[src/ljfs_pkg.sv]
// Shared types and codes for the longest-job-first select block.
// No dependencies; imported by ljfs_table, ljfs_ctrl and the top level.
package ljfs_pkg;

   localparam int PID_W  = 16;
   localparam int TIME_W = 16;

   // state of a handed-back process
   localparam logic [1:0] PSTATE_READY    = 2'd0;
   localparam logic [1:0] PSTATE_BLOCKED  = 2'd1;
   localparam logic [1:0] PSTATE_FINISHED = 2'd2;
   localparam logic [1:0] PSTATE_INVALID  = 2'd3;

   typedef enum logic [2:0] {
      ROUTE_NONE     = 3'd0,
      ROUTE_READY    = 3'd1,
      ROUTE_BLOCKED  = 3'd2,
      ROUTE_FINISHED = 3'd3,
      ROUTE_INVALID  = 3'd4
   } route_type;

   typedef struct packed {
      logic [PID_W-1:0]  pid;
      logic [TIME_W-1:0] rtime;
   } entry_type;

   typedef struct packed {
      logic              sel_valid;
      logic [PID_W-1:0]  sel_pid;
      logic [TIME_W-1:0] sel_remaining;
      route_type         route;
      logic              overflow;
   } result_type;

endpackage

[src/longest_job_first_select_top.sv]
// Longest-job-first select: ready table of up to TABLE_DEPTH (pid, remaining
// time) entries held in one single-port-read memory. An insert word appends
// its entry if the table has room; a schedule word that leaves the table
// empty goes straight to the result. Any other schedule word makes one pass
// over the table to find the longest job, then moves each later entry down
// one slot to close the gap, both limited by the table's one read port. The
// result sits in an output register so a new word can be taken while the
// last result waits on rsp_ready.
// Depends on ljfs_pkg, ljfs_table and ljfs_ctrl.
module longest_job_first_select_top
   import ljfs_pkg::*;
#(
   parameter int TABLE_DEPTH = 16
) (
   input  logic        clock,
   input  logic        reset,
   input  logic        req_valid,
   output logic        req_ready,
   input  logic        req_mode,
   input  logic        req_has_current,
   input  logic [15:0] req_current_pid,
   input  logic [1:0]  req_current_state,
   input  logic [15:0] req_current_remaining,
   output logic        rsp_valid,
   input  logic        rsp_ready,
   output logic        rsp_selected_valid,
   output logic [15:0] rsp_selected_pid,
   output logic [15:0] rsp_selected_remaining,
   output logic [2:0]  rsp_route,
   output logic        rsp_overflow
);

   localparam int AW = (TABLE_DEPTH > 1) ? $clog2(TABLE_DEPTH) : 1;

   logic          mem_we;
   logic [AW-1:0] mem_waddr;
   entry_type     mem_wdata;
   logic          mem_re;
   logic [AW-1:0] mem_raddr;
   entry_type     mem_rdata;
   logic          res_valid;
   result_type    res_data;
   logic          res_take;

   logic          rsp_valid_ff, rsp_valid_in;
   result_type    rsp_data_ff;

   ljfs_table #(
      .TABLE_DEPTH(TABLE_DEPTH)
   ) u_table (
      .clock (clock),
      .we    (mem_we),
      .waddr (mem_waddr),
      .wdata (mem_wdata),
      .re    (mem_re),
      .raddr (mem_raddr),
      .rdata (mem_rdata)
   );

   ljfs_ctrl #(
      .TABLE_DEPTH(TABLE_DEPTH)
   ) u_ctrl (
      .clock                 (clock),
      .reset                 (reset),
      .req_valid             (req_valid),
      .req_ready             (req_ready),
      .req_mode              (req_mode),
      .req_has_current       (req_has_current),
      .req_current_pid       (req_current_pid),
      .req_current_state     (req_current_state),
      .req_current_remaining (req_current_remaining),
      .mem_we                (mem_we),
      .mem_waddr             (mem_waddr),
      .mem_wdata             (mem_wdata),
      .mem_re                (mem_re),
      .mem_raddr             (mem_raddr),
      .mem_rdata             (mem_rdata),
      .res_valid             (res_valid),
      .res_data              (res_data),
      .res_take              (res_take)
   );

   // output word register: load when empty or being drained
   assign res_take     = res_valid & (~rsp_valid_ff | rsp_ready);
   assign rsp_valid_in = res_take | (rsp_valid_ff & ~rsp_ready);

   always_ff @(posedge clock) begin
      if (reset) begin
         rsp_valid_ff <= 1'b0;
      end else begin
         rsp_valid_ff <= rsp_valid_in;
      end
   end

   always_ff @(posedge clock) begin
      if (res_take) begin
         rsp_data_ff <= res_data;
      end
   end

   assign rsp_valid              = rsp_valid_ff;
   assign rsp_selected_valid     = rsp_data_ff.sel_valid;
   assign rsp_selected_pid       = rsp_data_ff.sel_pid;
   assign rsp_selected_remaining = rsp_data_ff.sel_remaining;
   assign rsp_route              = rsp_data_ff.route;
   assign rsp_overflow           = rsp_data_ff.overflow;

endmodule

[src/ljfs_table.sv]
// Ready table storage: one write port, one read port, registered read data.
// Depends on ljfs_pkg for the entry layout.
module ljfs_table
   import ljfs_pkg::*;
#(
   parameter int TABLE_DEPTH = 16
) (
   input  logic      clock,
   input  logic      we,
   input  logic [((TABLE_DEPTH > 1) ? $clog2(TABLE_DEPTH) : 1)-1:0] waddr,
   input  entry_type wdata,
   input  logic      re,
   input  logic [((TABLE_DEPTH > 1) ? $clog2(TABLE_DEPTH) : 1)-1:0] raddr,
   output entry_type rdata
);

   entry_type mem [TABLE_DEPTH];
   entry_type rdata_ff;

   always_ff @(posedge clock) begin
      if (we) begin
         mem[waddr] <= wdata;
      end
   end

   always_ff @(posedge clock) begin
      if (re) begin
         rdata_ff <= mem[raddr];
      end
   end

   assign rdata = rdata_ff;

endmodule

[src/ljfs_ctrl.sv]
// Sequencer: append on accept if wanted and not full; schedule words scan
// for the longest job, then move later entries down a slot. Uses ljfs_pkg.
module ljfs_ctrl
   import ljfs_pkg::*;
#(
   parameter int TABLE_DEPTH = 16
) (
   input  logic              clock,
   input  logic              reset,
   input  logic              req_valid,
   output logic              req_ready,
   input  logic              req_mode,
   input  logic              req_has_current,
   input  logic [PID_W-1:0]  req_current_pid,
   input  logic [1:0]        req_current_state,
   input  logic [TIME_W-1:0] req_current_remaining,
   output logic              mem_we,
   output logic [((TABLE_DEPTH > 1) ? $clog2(TABLE_DEPTH) : 1)-1:0] mem_waddr,
   output entry_type         mem_wdata,
   output logic              mem_re,
   output logic [((TABLE_DEPTH > 1) ? $clog2(TABLE_DEPTH) : 1)-1:0] mem_raddr,
   input  entry_type         mem_rdata,
   output logic              res_valid,
   output result_type        res_data,
   input  logic              res_take
);

   localparam int AW = (TABLE_DEPTH > 1) ? $clog2(TABLE_DEPTH) : 1;
   localparam int CW = $clog2(TABLE_DEPTH + 1);

   typedef enum logic [3:0] {
      ST_IDLE   = 4'b0001,
      ST_SCAN   = 4'b0010,
      ST_SHIFT  = 4'b0100,
      ST_RESULT = 4'b1000
   } state_type;

   state_type         state_ff, state_in;
   logic [CW-1:0]     count_ff, count_in;
   logic [CW-1:0]     iss_ff, iss_in;      // next index to read
   logic              dv_ff, dv_in;        // read data valid this cycle
   logic [CW-1:0]     did_ff, did_in;      // index of read data
   logic [CW-1:0]     best_idx_ff, best_idx_in;
   logic [TIME_W-1:0] best_time_ff, best_time_in;
   logic [PID_W-1:0]  best_pid_ff, best_pid_in;
   result_type        res_ff, res_in;

   logic              full;
   logic              want_append;
   logic              append_ok;
   logic [CW-1:0]     count_after;
   logic [CW-1:0]     last;
   logic [CW-1:0]     did_prev;
   logic              take_new;
   logic [CW-1:0]     best_idx_n;
   logic [TIME_W-1:0] best_time_n;
   logic [PID_W-1:0]  best_pid_n;
   route_type         route_n;

   assign full        = (count_ff == CW'(TABLE_DEPTH));
   assign want_append = req_mode |
                        (req_has_current & (req_current_state == PSTATE_READY));
   assign append_ok   = want_append & ~full;
   assign count_after = count_ff + CW'(append_ok);
   assign last        = count_ff - CW'(1);
   assign did_prev    = did_ff - CW'(1);

   // running maximum; strict compare keeps the earliest entry on ties
   assign take_new    = dv_ff & ((did_ff == '0) | (mem_rdata.rtime > best_time_ff));
   assign best_idx_n  = take_new ? did_ff : best_idx_ff;
   assign best_time_n = take_new ? mem_rdata.rtime : best_time_ff;
   assign best_pid_n  = take_new ? mem_rdata.pid : best_pid_ff;

   always_comb begin
      route_n = ROUTE_NONE;
      if (req_has_current) begin
         case (req_current_state)
            PSTATE_READY:    route_n = ROUTE_READY;
            PSTATE_BLOCKED:  route_n = ROUTE_BLOCKED;
            PSTATE_FINISHED: route_n = ROUTE_FINISHED;
            default:         route_n = ROUTE_INVALID;
         endcase
      end
   end

   always_comb begin
      state_in     = state_ff;
      count_in     = count_ff;
      iss_in       = iss_ff;
      dv_in        = 1'b0;
      did_in       = did_ff;
      best_idx_in  = best_idx_ff;
      best_time_in = best_time_ff;
      best_pid_in  = best_pid_ff;
      res_in       = res_ff;
      mem_we       = 1'b0;
      mem_waddr    = count_ff[AW-1:0];
      mem_wdata    = '{pid: req_current_pid, rtime: req_current_remaining};
      mem_re       = 1'b0;
      mem_raddr    = iss_ff[AW-1:0];

      unique case (state_ff)
         ST_IDLE: begin
            if (req_valid) begin
               if (append_ok) begin
                  mem_we   = 1'b1;
                  count_in = count_after;
               end
               res_in.sel_valid     = 1'b0;
               res_in.sel_pid       = '0;
               res_in.sel_remaining = '0;
               res_in.route         = req_mode ? ROUTE_NONE : route_n;
               res_in.overflow      = want_append & full;
               iss_in               = '0;
               if (req_mode || (count_after == '0)) begin
                  state_in = ST_RESULT;
               end else begin
                  state_in = ST_SCAN;
               end
            end
         end
         ST_SCAN: begin
            if (iss_ff != count_ff) begin
               mem_re = 1'b1;
               iss_in = iss_ff + CW'(1);
               dv_in  = 1'b1;
               did_in = iss_ff;
            end
            if (dv_ff) begin
               best_idx_in  = best_idx_n;
               best_time_in = best_time_n;
               best_pid_in  = best_pid_n;
            end
            if (dv_ff && (did_ff == last)) begin
               res_in.sel_valid     = 1'b1;
               res_in.sel_pid       = best_pid_n;
               res_in.sel_remaining = best_time_n;
               dv_in                = 1'b0;
               if (best_idx_n == last) begin
                  count_in = last;
                  state_in = ST_RESULT;
               end else begin
                  iss_in   = best_idx_n + CW'(1);
                  state_in = ST_SHIFT;
               end
            end
         end
         ST_SHIFT: begin
            if (iss_ff != count_ff) begin
               mem_re = 1'b1;
               iss_in = iss_ff + CW'(1);
               dv_in  = 1'b1;
               did_in = iss_ff;
            end
            if (dv_ff) begin
               mem_we    = 1'b1;
               mem_waddr = did_prev[AW-1:0];
               mem_wdata = mem_rdata;
            end
            if (dv_ff && (did_ff == last)) begin
               dv_in    = 1'b0;
               count_in = last;
               state_in = ST_RESULT;
            end
         end
         ST_RESULT: begin
            if (res_take) begin
               state_in = ST_IDLE;
            end
         end
         default: begin
            state_in = ST_IDLE;
         end
      endcase
   end

   always_ff @(posedge clock) begin
      if (reset) begin
         state_ff <= ST_IDLE;
         count_ff <= '0;
         dv_ff    <= 1'b0;
      end else begin
         state_ff <= state_in;
         count_ff <= count_in;
         dv_ff    <= dv_in;
      end
   end

   always_ff @(posedge clock) begin
      iss_ff       <= iss_in;
      did_ff       <= did_in;
      best_idx_ff  <= best_idx_in;
      best_time_ff <= best_time_in;
      best_pid_ff  <= best_pid_in;
      res_ff       <= res_in;
   end

   assign req_ready = (state_ff == ST_IDLE);
   assign res_valid = (state_ff == ST_RESULT);
   assign res_data  = res_ff;

endmodule
[config.mk]
export PLATFORM = sky130hd
export DESIGN_NAME = longest_job_first_select_top
export DESIGN_NICKNAME = d
export VERILOG_FILES = /design/src/ljfs_pkg.sv /design/src/longest_job_first_select_top.sv /design/src/ljfs_table.sv /design/src/ljfs_ctrl.sv
export SDC_FILE = /design/constraint.sdc
export NUM_CORES = 1
export LEC_CHECK = 0
export ABC_CLOCK_PERIOD_IN_PS = 14400
export BUFFER_PORTS_ARGS = -buffer_cell sky130_fd_sc_hd__buf_2
export CAP_MARGIN = 25
export CORE_MARGIN = 1
export CORE_UTILIZATION = 50
export CTS_CLUSTER_SIZE = 16
export DETAILED_ROUTE_END_ITERATION = 8
export GPL_ROUTABILITY_DRIVEN = 0
export GPL_TIMING_DRIVEN = 0
export PLACE_DENSITY = 0.64
export SYNTH_ARGS = -nofsm -noshare
export SYNTH_HDL_FRONTEND = slang
export SYNTH_SLANG_ARGS = --single-unit
[constraint.sdc]
create_clock -name clock -period 14.4 [get_ports clock]
set_input_delay 2.16 -clock clock [delete_from_list [all_inputs] [get_ports clock]]
set_output_delay 2.16 -clock clock [all_outputs]
set_load 0.01 [all_outputs]
After elaboration in Yosys (flattened, before gate mapping). Memory sizes are Yosys's and may differ from the RTL's. A register that Yosys moved wholly into a read port is not among the register bits. Cells that the tools add are included.

Add/subtract/negate cells: 5. Reduce and logical (&&, ||, !) cells: 17. Mux-type cells: 39. $lt $le $gt $ge: 1. Bitwise logic cells: 15. Eq/ne operators: 16.

Operators with widths (count): $pmux W33 S2 (1); $mux W32 (2); $mux W5 (10); $mux W37 (1); $mux W33 (1); $mux W16 (2); $mux W4 (8); $pmux W5 S3 (2); $gt A16 B16 Y1 (1); $pmux W4 S4 (1); $add A5 B1 Y5 const B (2); $eq A5 B5 Y1 (2); $logic_not A5 Y1 (2); $ne A2 B1 Y1 const B (5); $pmux W3 S3 (1); $reduce_and A2 Y1 (4); $mux W1 (7); $and A1 B1 Y1 (6); $mux W3 (2); $reduce_and A6 Y1 (1); $add A5 B1 Y5 (1); $eq A5 B5 Y1 const B (1); $ne A5 B5 Y1 (1); $not A1 Y1 (5); other kinds (20) (24).

Word-level logic and storage cells: 113. Memories kept: 1. Bits of input ports: 40. Bits in registers: 132. Output and inout bits: 39. Memory bits (writable): 512.

Memory list: u_table.mem (depth 16, bits a word 32, rd ports 1, clocked after memory_dff 1, write ports 1, RTL line ljfs_table.sv:17) `entry_type mem [TABLE_DEPTH];`.

Depth between registers and ports, before layout.
Word-level depth: 10. Gate-level depth with buffers: 16. Depth with buffers taken out: 14.

Modules after synthesis. From an unflattened synthesis, not the netlist that was laid out.

Cell total of the unflattened synthesis: 1350. Area, all modules: 26688.1 µm².

Modules (own cells, without submodules): ljfs_table (area each 20155.6 µm², cells each 838, sequential area each 16335.7 µm², times used 1); ljfs_ctrl (area each 5366.4 µm², cells each 470, sequential area each 2722.6 µm², times used 1); longest_job_first_select_top (area each 1166.1 µm², cells each 42, sequential area each 1131.1 µm², times used 1).

Least setup slack after synthesis. No wires, ideal clock.

Path type: in2reg. Start point: in req_current_state[0]. End point: mem u_table.mem[1][0] (netlist bit) (enable). Data required time: 13.979 ns. Path buffers: 0. Library setup time: 0.421 ns. Stages: 8. Path slack: 9.488 ns. Arrival: 4.491 ns. Cell sequence: inv_1 -> ha_1 -> a21oi_1 -> a31oi_1 -> and3_1 -> nand2_1 -> o22a_1 -> nor2_1.

Longest elaborated chain between the ends: 9.

RTL lines: start: declaration (RTL line longest_job_first_select_top.sv:22) `input logic [1:0] req_current_state,`; $logic_not A2 Y1 (RTL line ljfs_ctrl.sv:62) `(req_has_current & (req_current_state == PSTATE_READY));`; $and A1 B1 Y1 (RTL line ljfs_ctrl.sv:62); $or A1 B1 Y1 (RTL line ljfs_ctrl.sv:61) `assign want_append = req_mode |`; $and A1 B1 Y1 (RTL line ljfs_ctrl.sv:63) `assign append_ok = want_append & ~full;`; $mux W1 (RTL line ljfs_ctrl.sv:105) `if (append_ok) begin`; $mux W1 (RTL line ljfs_ctrl.sv:104) `if (req_valid) begin`; $pmux W1 S2 (RTL line ljfs_ctrl.sv:102) `unique case (state_ff)`; $mux W1 (RTL line ljfs_table.sv:21) `if (we) begin`; $mux W1 (not written as such) (RTL line ljfs_table.sv:22) `mem[waddr] <= wdata;`; end: declaration (RTL line ljfs_table.sv:17).

No other way between the ends.

Final worst setup path.
Start point: in req_current_state[0]. End point: mem u_table.mem[4][9] (netlist bit) (enable).

Same word-level chain as after synthesis.

==> impl_metrics.json <==
{
  "status": "finished with violations",
  "failed_checks": "DRC",
  "port_buffers": 78,
  "worstPathCellList": "buf_2, inv_1, ha_1, a21oi_1, a31oi_1, nand2_1, nor2_1, a2bb2oi_1, nor2_4, buf_16",
  "post_cts_buffers": 0,
  "static-leakage-power_nw": 10.20,
  "grt_pass1_wl_mm": 88.69,
  "grt_pass1_vias": 13510,
  "rr_endpoint": "u_ctrl.iss_ff[4]",
  "dieArea_um2": 54700,
  "netlist_area_um2": 26880,
  "drt-wirelength-per-cell_um": 27.31,
  "worst_pin_slew_ps": 1052,
  "final_nets": 1546,
  "start_util": 0.5085,
  "seq_area_frac_synth": 0.7510,
  "synth-edff-count": 665,
  "grt_max_degree": 38,
  "core_um2": 52870,
  "numClockSinks": 676,
  "critPathMaxStageDelay_ps": 780,
  "cp_slowest_cell": "nor2_4",
  "rr_startpoint": "u_ctrl.did_ff[0]",
  "overflow": 0,
  "drt-initial-drc-count": 1438,
  "slew_viol_final": 0,
  "routed_wl_mm": 60.48,
  "grt_usage": 0.2307,
  "hold_viol_final": 0,
  "diodes": 0,
  "place_hpwl_mm": 38.68,
  "cp-end-kind": "flop",
  "path_class": "in -> reg",
  "cp.arrival_ps": 4620,
  "setup_viol": 0,
  "fmax_mhz": 231.0,
  "critPathBufInv": 3,
  "postCtsResizedCells": 0,
  "num-fill-cells": 3750,
  "cts_tree": "built",
  "min_to": "rsp_selected_remaining[1]",
  "path_max_fanout": 18,
  "required_ps": 14690,
  "syn_area_per_cell_um2": 20.86,
  "yosysWarnings": 0,
  "async_flop_share": 0,
  "postSynthCellCount": 1289,
  "syn_to_final_growth_pct": 16.60,
  "hold_path_depth": 0,
  "powerDensity_nw_per_um2": 144.6,
  "cts.clk_slew.worst_paths_ps": 60,
  "htree_num_levels": 3,
  "placed_area_um2": 29100,
  "dr.pass1.iters": 9,
  "ios": 79,
  "antenna_left": 0,
  "fin_crit_sh": 0.3007,
  "rrSetupSlack_ps": 10380,
  "antenna_found_initial": 2,
  "fin_crit_ps": 4330,
  "die_w_um": 233.9,
  "critical_path.top_delay_family": "simple AND/OR/NAND/NOR gates",
  "clock_latency_ps": 590,
  "yosys_most_used_dff": "edfxtp_1",
  "fin_skew_ps": 15.86,
  "cts_made_buffers": 69,
  "drive_gt1_frac": 0.3111,
  "final_cell_mix": "665 x edfxtp_1, 160 x mux4_2, 82 x buf_2",
  "rsz0062_at_grt": "no",
  "synth_seq_cells": 676,
  "startpoint_type": "primary input",
  "maxCapViolations": 0,
  "cts_hold_buf": 0,
  "dr_total_vias": 13200,
  "stdcell_area_um2": 31350,
  "ys_types": 69,
  "irDropWorstVdd_mv": 0.08392,
  "syn_nets": 1356,
  "maxSlewHeadroom": 0.2987,
  "clk_path_buf_depth": 3,
  "final_common_cell": "edfxtp_1",
  "setup_tns_ps": 0,
  "hp-class": "reg -> reg",
  "cts_root_buf": "clkbuf_16",
  "holdCritStartpoint": "u_ctrl.res_data[5]",
  "fp.dieH_um": 233.9,
  "drc": 7,
  "vias_per_cell": 5.958,
  "r2r_cells": 15,
  "row_count": 84
}
final cells by class:
cell class                      instances  area, um^2  area share
Clock inverter                         37       392.9     0.01253
Inverter                               29       108.9    0.003472
Timing Repair Buffer                  119        1230     0.03924
Multi-Input combinational cell        528        6529      0.2083
Clock buffer                           82        1818     0.05799
Buffer                                 56       219.0    0.006985
Tap cell                              688       860.8     0.02746
Sequential cell                       676       20190      0.6440
where the power goes:
group | leakage (nW) | internal, W | switching [W]
Sequential | 6.11 | 0.00223 | 0.0000198
Combinational | 3.01 | 0.000243 | 0.000265
Clock | 1.08 | 0.00106 | 0.000714
Total | 10.2 | 0.00353 | 0.000999
how the worst max path moves through the flow:
stage	slack (ps)	from	endpoint	cells after the start
floorplan	9490	req_current_state[0]	u_table.mem[1][0]	8
global placement	7080	req_current_state[0]	u_table.mem[13][19]	9
detailed placement	9480	req_current_state[0]	u_table.mem[4][19]	10
CTS	10120	req_current_state[0]	u_table.mem[4][22]	10
global route	9910	req_current_state[0]	u_table.mem[15][16]	12
finish	10070	req_current_state[0]	u_table.mem[4][9]	10
worst register-to-register path: cells and delay by family, from the launching register on:
| kind | cells | cell delay, ps |
|---|---|---|
| AND/OR/NAND/NOR | 5 | 1060 |
| buffers and inverters | 3 | 720 |
| AO/OA/AOI/OAI | 3 | 710 |
| adder cells (fa/ha/maj) | 2 | 490 |
| flip-flops | 1 | 480 |
| XOR/XNOR | 1 | 150 |
| multiplexers | 1 | 150 |
stage by stage:
stage	instances	worst slack (ps)	hold slack, ps	utilization	power (W)
3_5_place_dp	2093	9481	404.5	0.5504	0.002803
6_report	2215	10070	416.3	0.5930	0.004531
3_3_place_gp	2055	7084	401.8	0.5322	0.002757
2_1_floorplan	1289	9488	400.3	-	0.002621
4_1_cts	2212	10120	418.9	0.5922	0.004567
5_1_grt	2215	9912	415.9	0.5930	0.004673
synth_stat cells, drive strengths merged (4+ instances only):
library cell	number	share of area
ha	27	0.013
nor2	45	0.0066
and2	35	0.0081
dfxtp	11	0.0082
xor2	6	0.0020
mux2	63	0.026
inv	29	0.0040
edfxtp	665	0.74
nor2b	5	0.0012
nand3b	4	0.0011
nand3	8	0.0017
clkbuf	34	0.0047
nand2	40	0.0059
xnor2	17	0.0055
mux4	160	0.13
a21oi	20	0.0037
buf	22	0.0034
or2	4	0.0010
mux2i	4	0.0016
nand2b	5	0.0012
nor3	14	0.0032
nand4	5	0.0014
and3	6	0.0016
o21ai	14	0.0027
sequential cells by signal (all words and copies together) (netlist names), 16 cells and up:
register and flops:
rsp_selected_pid 16, rsp_selected_remaining 16, u_ctrl.best_pid_ff 16, u_ctrl.best_time_ff 16
u_ctrl.res_data 37, u_table.mem 512, u_table.rdata 32
per-layer routing:
layer  GRT usage  part of all wire  up-vias  wire length, um
li1            -                 -     5671                -
met4     0.07265             0.020        0             1198
met1      0.3242              0.41     6881            24830
met2      0.3651              0.49      566            29360
met3     0.04754             0.084       78             5089
met5           0                 0        -                0
kinds of logic after synthesis:
kind of cell	count (synthesis)	share of synthesized area
mux	227	0.1621
xor+xnor	23	0.007493
buf+inv	85	0.01219
flops	676	0.7510
fa+ha+maj	27	0.01257
simple gates	183	0.03691
compound gates	68	0.01783
No activity file was read; power rests on OpenSTA's default activity.
